[src/rtl/core/dhab_pkg.sv]
// Shared types, field widths and register codes for the detector head
// argmax and box decode block. No dependencies.
`timescale 1ns / 1ps

package dhab_pkg;

  // Default storage sizes, used as the defaults of the top level parameters
  localparam int unsigned MAX_ANCHORS_DEF = 16384;
  localparam int unsigned MAX_CLASSES_DEF = 128;

  // Fixed field widths
  localparam int CH_W       = 8;
  localparam int ANCHOR_W   = 14;
  localparam int SAMPLE_W   = 16;
  localparam int CLASS_ID_W = 7;
  localparam int SCORE_W    = 15;
  localparam int EXT_W      = 15;
  localparam int CFG_IDX_W  = 3;
  localparam int CFG_DATA_W = 16;

  // Box channels ahead of the class score channels
  localparam int BOX_CHANNELS = 4;

  // Entries in the queue between front and back
  localparam int QUEUE_DEPTH = 4;

  // Configuration register indexes
  typedef enum logic [CFG_IDX_W-1:0] {
    REG_THRESHOLD   = 3'd0,
    REG_CLASS_COUNT = 3'd1,
    REG_INV_SCALE   = 3'd2,
    REG_PAD_LEFT    = 3'd3,
    REG_PAD_TOP     = 3'd4
  } cfg_reg_t;

  // Box channel lanes
  typedef enum logic [1:0] {
    LANE_CX = 2'd0,
    LANE_CY = 2'd1,
    LANE_W  = 2'd2,
    LANE_H  = 2'd3
  } box_lane_t;

  // Configuration register file
  typedef struct packed {
    logic [SCORE_W-1:0]         threshold;
    logic [CH_W-1:0]            class_count;
    logic [15:0]                inv_scale;
    logic signed [SAMPLE_W-1:0] pad_left;
    logic signed [SAMPLE_W-1:0] pad_top;
  } cfg_t;

  // Classified item; code is the box lane or the class index
  typedef struct packed {
    logic                       is_box;
    logic                       first;
    logic                       last;
    logic [CH_W-1:0]            code;
    logic [ANCHOR_W-1:0]        anchor;
    logic signed [SAMPLE_W-1:0] sample;
  } item_t;

  // Detection identity carried along the decode pipeline
  typedef struct packed {
    logic [ANCHOR_W-1:0] anchor;
    logic [CH_W-1:0]     cls;
    logic [SCORE_W-1:0]  score;
  } meta_t;

  // Detection with its stored box values
  typedef struct packed {
    meta_t                      meta;
    logic signed [SAMPLE_W-1:0] cx;
    logic signed [SAMPLE_W-1:0] cy;
    logic signed [SAMPLE_W-1:0] w;
    logic signed [SAMPLE_W-1:0] h;
  } det_t;

endpackage

[src/rtl/core/dhab_front.sv]
// Front end: accepts tensor values, classifies them by channel and queues
// them for the back end. Depends on dhab_pkg.
`timescale 1ns / 1ps

module dhab_front #(
  parameter int unsigned MAX_ANCHORS = dhab_pkg::MAX_ANCHORS_DEF,
  parameter int unsigned MAX_CLASSES = dhab_pkg::MAX_CLASSES_DEF
) (
  input  logic                                clk,
  input  logic                                rst,
  input  logic                                in_valid,
  output logic                                in_ready,
  input  logic [dhab_pkg::CH_W-1:0]           channel,
  input  logic [dhab_pkg::ANCHOR_W-1:0]       anchor,
  input  logic signed [dhab_pkg::SAMPLE_W-1:0] sample,
  input  dhab_pkg::cfg_t                      cfg,
  output dhab_pkg::item_t                     head,
  output logic                                head_valid,
  input  logic                                pop
);
  import dhab_pkg::*;

  localparam int QPTR_W = (QUEUE_DEPTH > 1) ? $clog2(QUEUE_DEPTH) : 1;
  localparam logic [QPTR_W:0] QFULL = (QPTR_W + 1)'(QUEUE_DEPTH);
  localparam logic [8:0] MAXC = 9'(MAX_CLASSES);
  localparam logic [16:0] MAXA = 17'(MAX_ANCHORS);

  logic [8:0]      n_eff;
  logic [CH_W-1:0] cls_idx;
  logic            keep;
  logic            push;
  item_t           item;

  item_t           q [QUEUE_DEPTH];
  logic [QPTR_W-1:0] wr_ptr;
  logic [QPTR_W-1:0] rd_ptr;
  logic [QPTR_W:0]   count;

  // Clamp the class count to the supported range
  always_comb begin
    if (cfg.class_count == '0) begin
      n_eff = 9'd1;
    end else if (9'(cfg.class_count) > MAXC) begin
      n_eff = MAXC;
    end else begin
      n_eff = 9'(cfg.class_count);
    end
  end

  // Classify: box channel, class channel in range, or drop
  always_comb begin
    cls_idx     = channel - CH_W'(BOX_CHANNELS);
    item.is_box = (channel < CH_W'(BOX_CHANNELS));
    item.first  = (cls_idx == '0);
    item.last   = (9'(cls_idx) == n_eff - 9'd1);
    item.code   = item.is_box ? channel : cls_idx;
    item.anchor = anchor;
    item.sample = sample;
    keep        = (17'(anchor) < MAXA) && (item.is_box || (9'(cls_idx) < n_eff));
  end

  assign in_ready   = (count != QFULL);
  assign push       = in_valid && in_ready && keep;
  assign head       = q[rd_ptr];
  assign head_valid = (count != '0);

  // Queue storage
  always_ff @(posedge clk) begin
    if (push) begin
      q[wr_ptr] <= item;
    end
  end

  // Queue pointers
  always_ff @(posedge clk) begin
    if (rst) begin
      wr_ptr <= '0;
      rd_ptr <= '0;
      count  <= '0;
    end else begin
      if (push) begin
        wr_ptr <= wr_ptr + 1'b1;
      end
      if (pop) begin
        rd_ptr <= rd_ptr + 1'b1;
      end
      if (push && !pop) begin
        count <= count + 1'b1;
      end else if (pop && !push) begin
        count <= count - 1'b1;
      end
    end
  end

endmodule

[config.mk]
export PLATFORM = sky130hd
export DESIGN_NAME = dhab_front
export DESIGN_NICKNAME = d
export VERILOG_FILES = /design/src/rtl/core/dhab_pkg.sv /design/src/rtl/core/dhab_front.sv
export SDC_FILE = /design/constraint.sdc
export NUM_CORES = 1
export LEC_CHECK = 0
export ABC_AREA = 0
export BUFFER_PORTS_ARGS = -buffer_cell sky130_fd_sc_hd__buf_2
export CAP_MARGIN = 20
export CORE_UTILIZATION = 45
export CTS_CLUSTER_DIAMETER = 120
export DETAILED_ROUTE_END_ITERATION = 8
export PLACE_DENSITY_LB_ADDON = 0.3
export SKIP_LAST_GASP = 1
export SLEW_MARGIN = 0
export SYNTH_ARGS = -nofsm -noshare
export SYNTH_HDL_FRONTEND = slang
export SYNTH_SLANG_ARGS = --single-unit
export TNS_END_PERCENT = 30
[constraint.sdc]
create_clock -name clk -period 4 [get_ports clk]
set_clock_uncertainty 0.05 [all_clocks]
set_input_delay 0.8 -clock clk [delete_from_list [all_inputs] [get_ports clk]]
set_output_delay 0.8 -clock clk [all_outputs]
set_load 0.01 [all_outputs]
; ---- Word level (Yosys, flattened, before mapping)
; Memories as Yosys holds them, arrays and structs flattened. A register that Yosys moved wholly into a read port is not among the register bits.
; Cells that the tools add are included.
[totals]
register_bits = 7
latchBits = 0
ramBits = 164
romBits = 0
input_bits = 113
word_cells = 35
mem_count = 1
[memory_table]
columns = memory, words, word_bits, read_ports, rd_ports_with_merged_regs, write_ports, line_no
row1 = q, 4, 41, 1, 1, 1, dhab_front.sv:34  ; item_t q [QUEUE_DEPTH];
[classes]
addsub = 6
n_mul = 0
div = 0
order_cmp = 3
n_eq_ne = 2
shifts = 0
mux = 9
bitwise_logic = 0
n_reduce_logical = 11
[op_table]
columns = cell, n
row1 = 8-bit logical NOT, 2
row2 = 8-bit two-way mux, 2
row3 = 8-bit by 9-bit equality test with 1-bit output, 1
row4 = 8-bit by 9-bit < comparator with 1-bit output, 1
row5 = 9-bit two-way mux, 1
row6 = "9-bit by 1-bit subtractor with 9-bit output, second input constant", 1
row7 = "8-bit greater-than comparator, second input constant", 1
row8 = "8-bit by 3-bit < comparator with 1-bit output, second input constant", 1
row9 = "8-bit by 3-bit subtractor with 8-bit output, second input constant", 1
row10 = 3-bit two-way mux, 2
row11 = "2-bit by 1-bit adder with 2-bit output, second input constant", 2
row12 = 1-bit logical AND, 4
row13 = 2-bit two-way mux, 2
row14 = "3-bit by 1-bit adder with 3-bit output, second input constant", 1
row15 = "3-bit != test, second input constant", 1
row16 = 3-bit nonzero test, 1
row17 = "3-bit by 1-bit subtractor with 3-bit output, second input constant", 1
row18 = 1-bit logical NOT, 2
row19 = 1-bit two-way mux, 2
row20 = 2-bit nonzero test, 1
row21 = 1-bit logical OR, 1

; ---- Longest topological paths before layout
[logic_depth]
depth_word = 10
depth_mapped = 15

; ---- Worst setup path before layout
; OpenSTA, ideal clock, no wires.
[synth_path]
path_type = in2reg
startpoint = in channel[2] in the netlist's numbering
endpoint = mem q[0][0] in the netlist's numbering, enable pin
setup_ps = 402
arrival_ps = 3413
required_ps = 3548
path_slack_ps = 135
cell_stages = 9
path_buffers = 0
cell_sequence = inv_1 > ha_1 > nand2_1 > xnor2_1 > ha_1 > a21oi_1 > o221ai_1 > a31oi_4 > and2_1
[synth_between]
elab_chain_len = 6
elab_cells_between_ends = 7
cone_classes = add/sub: 1 / order compare: 2 / mux: 2 / reduce/logical: 2
[synth_lines]
columns = item, line_no
row1 = from (decl), dhab_front.sv:13  ; input logic [dhab_pkg::CH_W-1:0] channel,
row2 = 8-bit by 3-bit subtractor with 8-bit output, dhab_front.sv:52  ; cls_idx = channel - CH_W'(BOX_CHANNELS);
row3 = 8-bit by 9-bit < comparator with 1-bit output, dhab_front.sv:59  ; keep = (17'(anchor) < MAXA) && (item.is_box || (9'(cls_idx) < n_eff));
row4 = 1-bit logical OR *, dhab_front.sv:59
row5 = 1-bit logical AND *, dhab_front.sv:63  ; assign push = in_valid && in_ready && keep;
row6 = net push, dhab_front.sv:31  ; logic push;
row7 = 1-bit two-way mux *, dhab_front.sv:69  ; if (push) begin
row8 = 1-bit two-way mux (not written as such) *, dhab_front.sv:70  ; q[wr_ptr] <= item;
row9 = to (decl), dhab_front.sv:34
; Mark *: on every way through the listed nets, which the timed path passes. The rest lies on a longest branch.

; ---- Worst setup path after layout
[layout_path]
startpoint = in cfg[50] in the netlist's numbering
endpoint = reg count[2]
[layout_between]
elab_chain_len = 9
elab_cells_between_ends = 12
cone_classes = order compare: 2 / mux: 3 / reduce/logical: 7
[layout_lines]
columns = item, line_no
row1 = from (decl), dhab_front.sv:16  ; input dhab_pkg::cfg_t cfg,
row2 = 8-bit greater-than comparator, dhab_front.sv:43  ; end else if (9'(cfg.class_count) > MAXC) begin
row3 = 8-bit two-way mux, dhab_front.sv:43
row4 = 9-bit two-way mux *, dhab_front.sv:41  ; if (cfg.class_count == '0) begin
row5 = 8-bit by 9-bit < comparator with 1-bit output *, dhab_front.sv:59
row6 = 1-bit logical OR *, dhab_front.sv:59
row7 = 1-bit logical AND *, dhab_front.sv:63
row8 = net push, dhab_front.sv:31
row9 = 1-bit logical NOT, dhab_front.sv:89  ; end else if (pop && !push) begin
row10 = 1-bit logical AND, dhab_front.sv:89
row11 = 2-bit nonzero test (no source line), --
row12 = to (signal assigned), dhab_front.sv:88  ; count <= count + 1'b1;
row13 = to (signal assigned), dhab_front.sv:90  ; count <= count - 1'b1;
row14 = to (decl), dhab_front.sv:37  ; logic [QPTR_W:0] count;
; Marked as above.
; A chain may end at the register's enable or synchronous reset.

==> results.py <==
metrics = {
    "yosys": {
        "synth_fp_nets": 485,
        "synth_edf_count": 164,
        "yosys_warnings": 0,
        "avgSynthCellArea_um2": 19.8,
        "ys.flop_type": "edfxtp_1",
        "synth_cells": 355,
        "synthesis.area_um2": 7030,
        "ys_seq_area_share_pct": 72.6,
        "ys_ff_latch": 173,
        "synth_cell_types": 43,
        "async_flop_share_pct": 0,
    },
    "floorplan": {
        "coreArea_um2": 15200,
        "rows": 45,
        "io_pins": 156,
        "start_util_pct": 46.2,
        "die_h_um": 127,
        "dieArea_um2": 16100,
        "die_w_um": 127,
    },
    "setup_path": {
        "critPathRequiredTime_ps": 4300,
        "r2r_start": "count[0]",
        "cp-end-kind": "flop",
        "critPathKind": "input port to flop",
        "crit_path_start_kind": "input port",
        "crit_start": "cfg[50]",
        "worstPathArrival_ps": 3960,
        "crit_fanout": 5,
    },
    "timing": {
        "finalHoldViolCount": 0,
        "tightest_slew_ps": 855,
        "min_period_ps": 3660,
        "maxSlewViolCount": 0,
        "finalSetupTns_ps": 0,
        "period_share_pct": 91.4,
        "setup_violations": 0,
        "relSlewSlack_pct": 43.0,
        "max_freq_ghz": 0.273,
        "rsz0062_at_grt": "false",
    },
    "routing": {
        "ant_nets": 0,
        "drtIter0Drc": 266,
        "vias_per_cell": 5.38,
        "wl_per_cell_um": 18.6,
        "wl_um": 12400,
        "drc": 0,
        "vias": 3584,
        "drtPass1Iterations": 4,
    },
    "grt": {
        "grt_antenna_before_repair": 0,
        "overflow": 0,
        "grt_pass1_vias": 3719,
        "grt_first_pass_wirelength_um": 19600,
        "grt_max_degree": 42,
        "track_usage_pct": 16.4,
    },
    "place": {
        "gp_congestion": 0.798,
        "port_buffers": 92,
        "dpl.hpwl_um": 7930,
        "dp_cells": 634,
    },
    "clock_tree": {
        "cts_max_level": 4,
        "clk_latency_ps": 420,
        "ctsHoldBuffers": 0,
        "root_buffer": "clkbuf_16",
        "cts_resized": 0,
        "clock_sinks": 173,
        "cts_tree": "yes",
        "clock_path_buffers": 2,
        "clkTransAtPathRegs_ps": 60,
        "cts_buffers": 17,
        "post_cts_buffers": 0,
    },
    "power_and_ir_drop": {
        "ir_drop_v": 0.000330,
        "p_per_area_nw_per_um2": 528,
        "p_leak_nw": 2.99,
    },
    "cells_and_area": {
        "synthToLayoutAreaGrowth_pct": 21.2,
        "fill_cells": 1191,
        "nets": 595,
        "layout-drive-gt1-share_pct": 39.5,
        "final_cells": 666,
        "fin_util_pct": 56.1,
        "antenna_cells": 0,
    },
    "flow_run": {
        "maxCapViolCount": 0,
    },
    "min_path": {
        "hold_path.class": "flop to flop",
        "hp-start": "rd_ptr[1]",
    },
    "status": {
        "status": "completed",
    },
}
==> through the flow <==
stage          setup slack [ps]  hold slack (ps)  power (mW)  instance area [µm²]
2_1_floorplan               135              416        2.52                 7030
3_3_place_gp               3.16              431        2.73                 7870
3_5_place_dp               -114              469        2.76                 7870
4_1_cts                     352              480        4.56                 8520
5_1_grt                     150              512        4.67                 8520
6_report                    343              476        4.50                 8520
==> path summary, 6_finish.rpt <==
kind / to / slack, ps / cells past startpoint
min: flop / 480 / 2
max: count[2] / 340 / 16
max reg2reg: count[2] / 1700 / 10
min reg2reg: flop / 480 / 2
==> final cells by class <==
cell class | instances | area (µm²) | area share (%)
well taps | 188 | 235 | 2.76
flip-flops and latches | 173 | 5110 | 60.0
multi-input cells | 155 | 1820 | 21.4
repair buffers | 104 | 651 | 7.63
clock buffers | 18 | 429 | 5.04
inverters | 14 | 53.8 | 0.631
clock inverters | 14 | 223 | 2.61
==> flip-flops by register name, indices dropped and copies added (netlist names), named ones only <==
signal,flops
count,3
q,164
rd_ptr,2
wr_ptr,2
==> routing by layer <==
layer | GRT usage (%) | wire length, µm | part of all wire (%) | vias up
li1 | - | - | - | 1653
met1 | 21.3 | 5310 | 43 | 1822
met2 | 27.3 | 6300 | 51 | 99
met3 | 3.56 | 649 | 5.2 | 10
met4 | 6.58 | 108 | 0.87 | 0
met5 | 0 | 0 | 0 | -
==> critical path, stage by stage <==
cell and delay (ps):
buf_2 130, nor3_2 280, a21oi_1 110, or2_2 300, inv_1 60, ha_1 130
nor2b_1 50, a221oi_1 330, o221ai_1 240, a31oi_4 230, ha_1 200, inv_1 60
fa_1 370, xor2_1 190, or3_1 320, a21oi_1 150
==> cells in the mapped netlist, types with 2 or more instances <==
cell | count | share of area, %
mux4_2 | 41 | 13
a21oi_1 | 7 | 0.50
edfxtp_1 | 164 | 70
buf_1 | 5 | 0.27
xor2_1 | 5 | 0.62
nor3_1 | 6 | 0.43
nor3_2 | 2 | 0.28
o21ai_0 | 2 | 0.14
and2_1 | 7 | 0.62
nand2_1 | 10 | 0.53
a31oi_1 | 2 | 0.18
nand3_1 | 3 | 0.21
xnor2_1 | 10 | 1.2
buf_2 | 5 | 0.36
inv_1 | 13 | 0.69
or3_1 | 3 | 0.27
clkbuf_1 | 3 | 0.16
nor2_1 | 13 | 0.69
ha_1 | 16 | 2.8
mux2i_1 | 3 | 0.43
dfxtp_1 | 9 | 2.6
nand2b_1 | 5 | 0.44
==> cells in the final DEF, fill, tap and decap left out, types with 4 or more instances in the layout <==
cell	count
inv_1	13
dfxtp_1	7
clkbuf_16	17
nand2_1	10
buf_12	8
a21oi_1	7
nor3_1	6
nor2_1	13
clkinv_2	4
buf_2	92
buf_4	4
mux4_2	41
xnor2_1	10
xor2_1	5
and2_2	4
edfxtp_1	164
bufinv_16	6
ha_1	16
nand2b_1	5
==> cell families after synthesis <==
group                    count (synthesis)  share of synthesized area, %
flip-flops                             173                          72.6
AND/OR/NAND/NOR                         57                          4.57
multiplexers                            45                          13.8
buffers and inverters                   27                          1.55
AO/OA/AOI/OAI                           20                          2.24
adder cells (fa/ha/maj)                 17                          3.13
XOR/XNOR                                16                          2.10
==> power breakdown <==
group          internal, mW  switching (mW)  leakage [nW]  total [mW]
clock network          1.16           0.629         0.316        1.79
registers              2.10          0.0643          1.58        2.16
logic                 0.271           0.276          1.10       0.548
total                  3.53           0.969          2.99        4.50
Power figures use the tool's default switching activity.
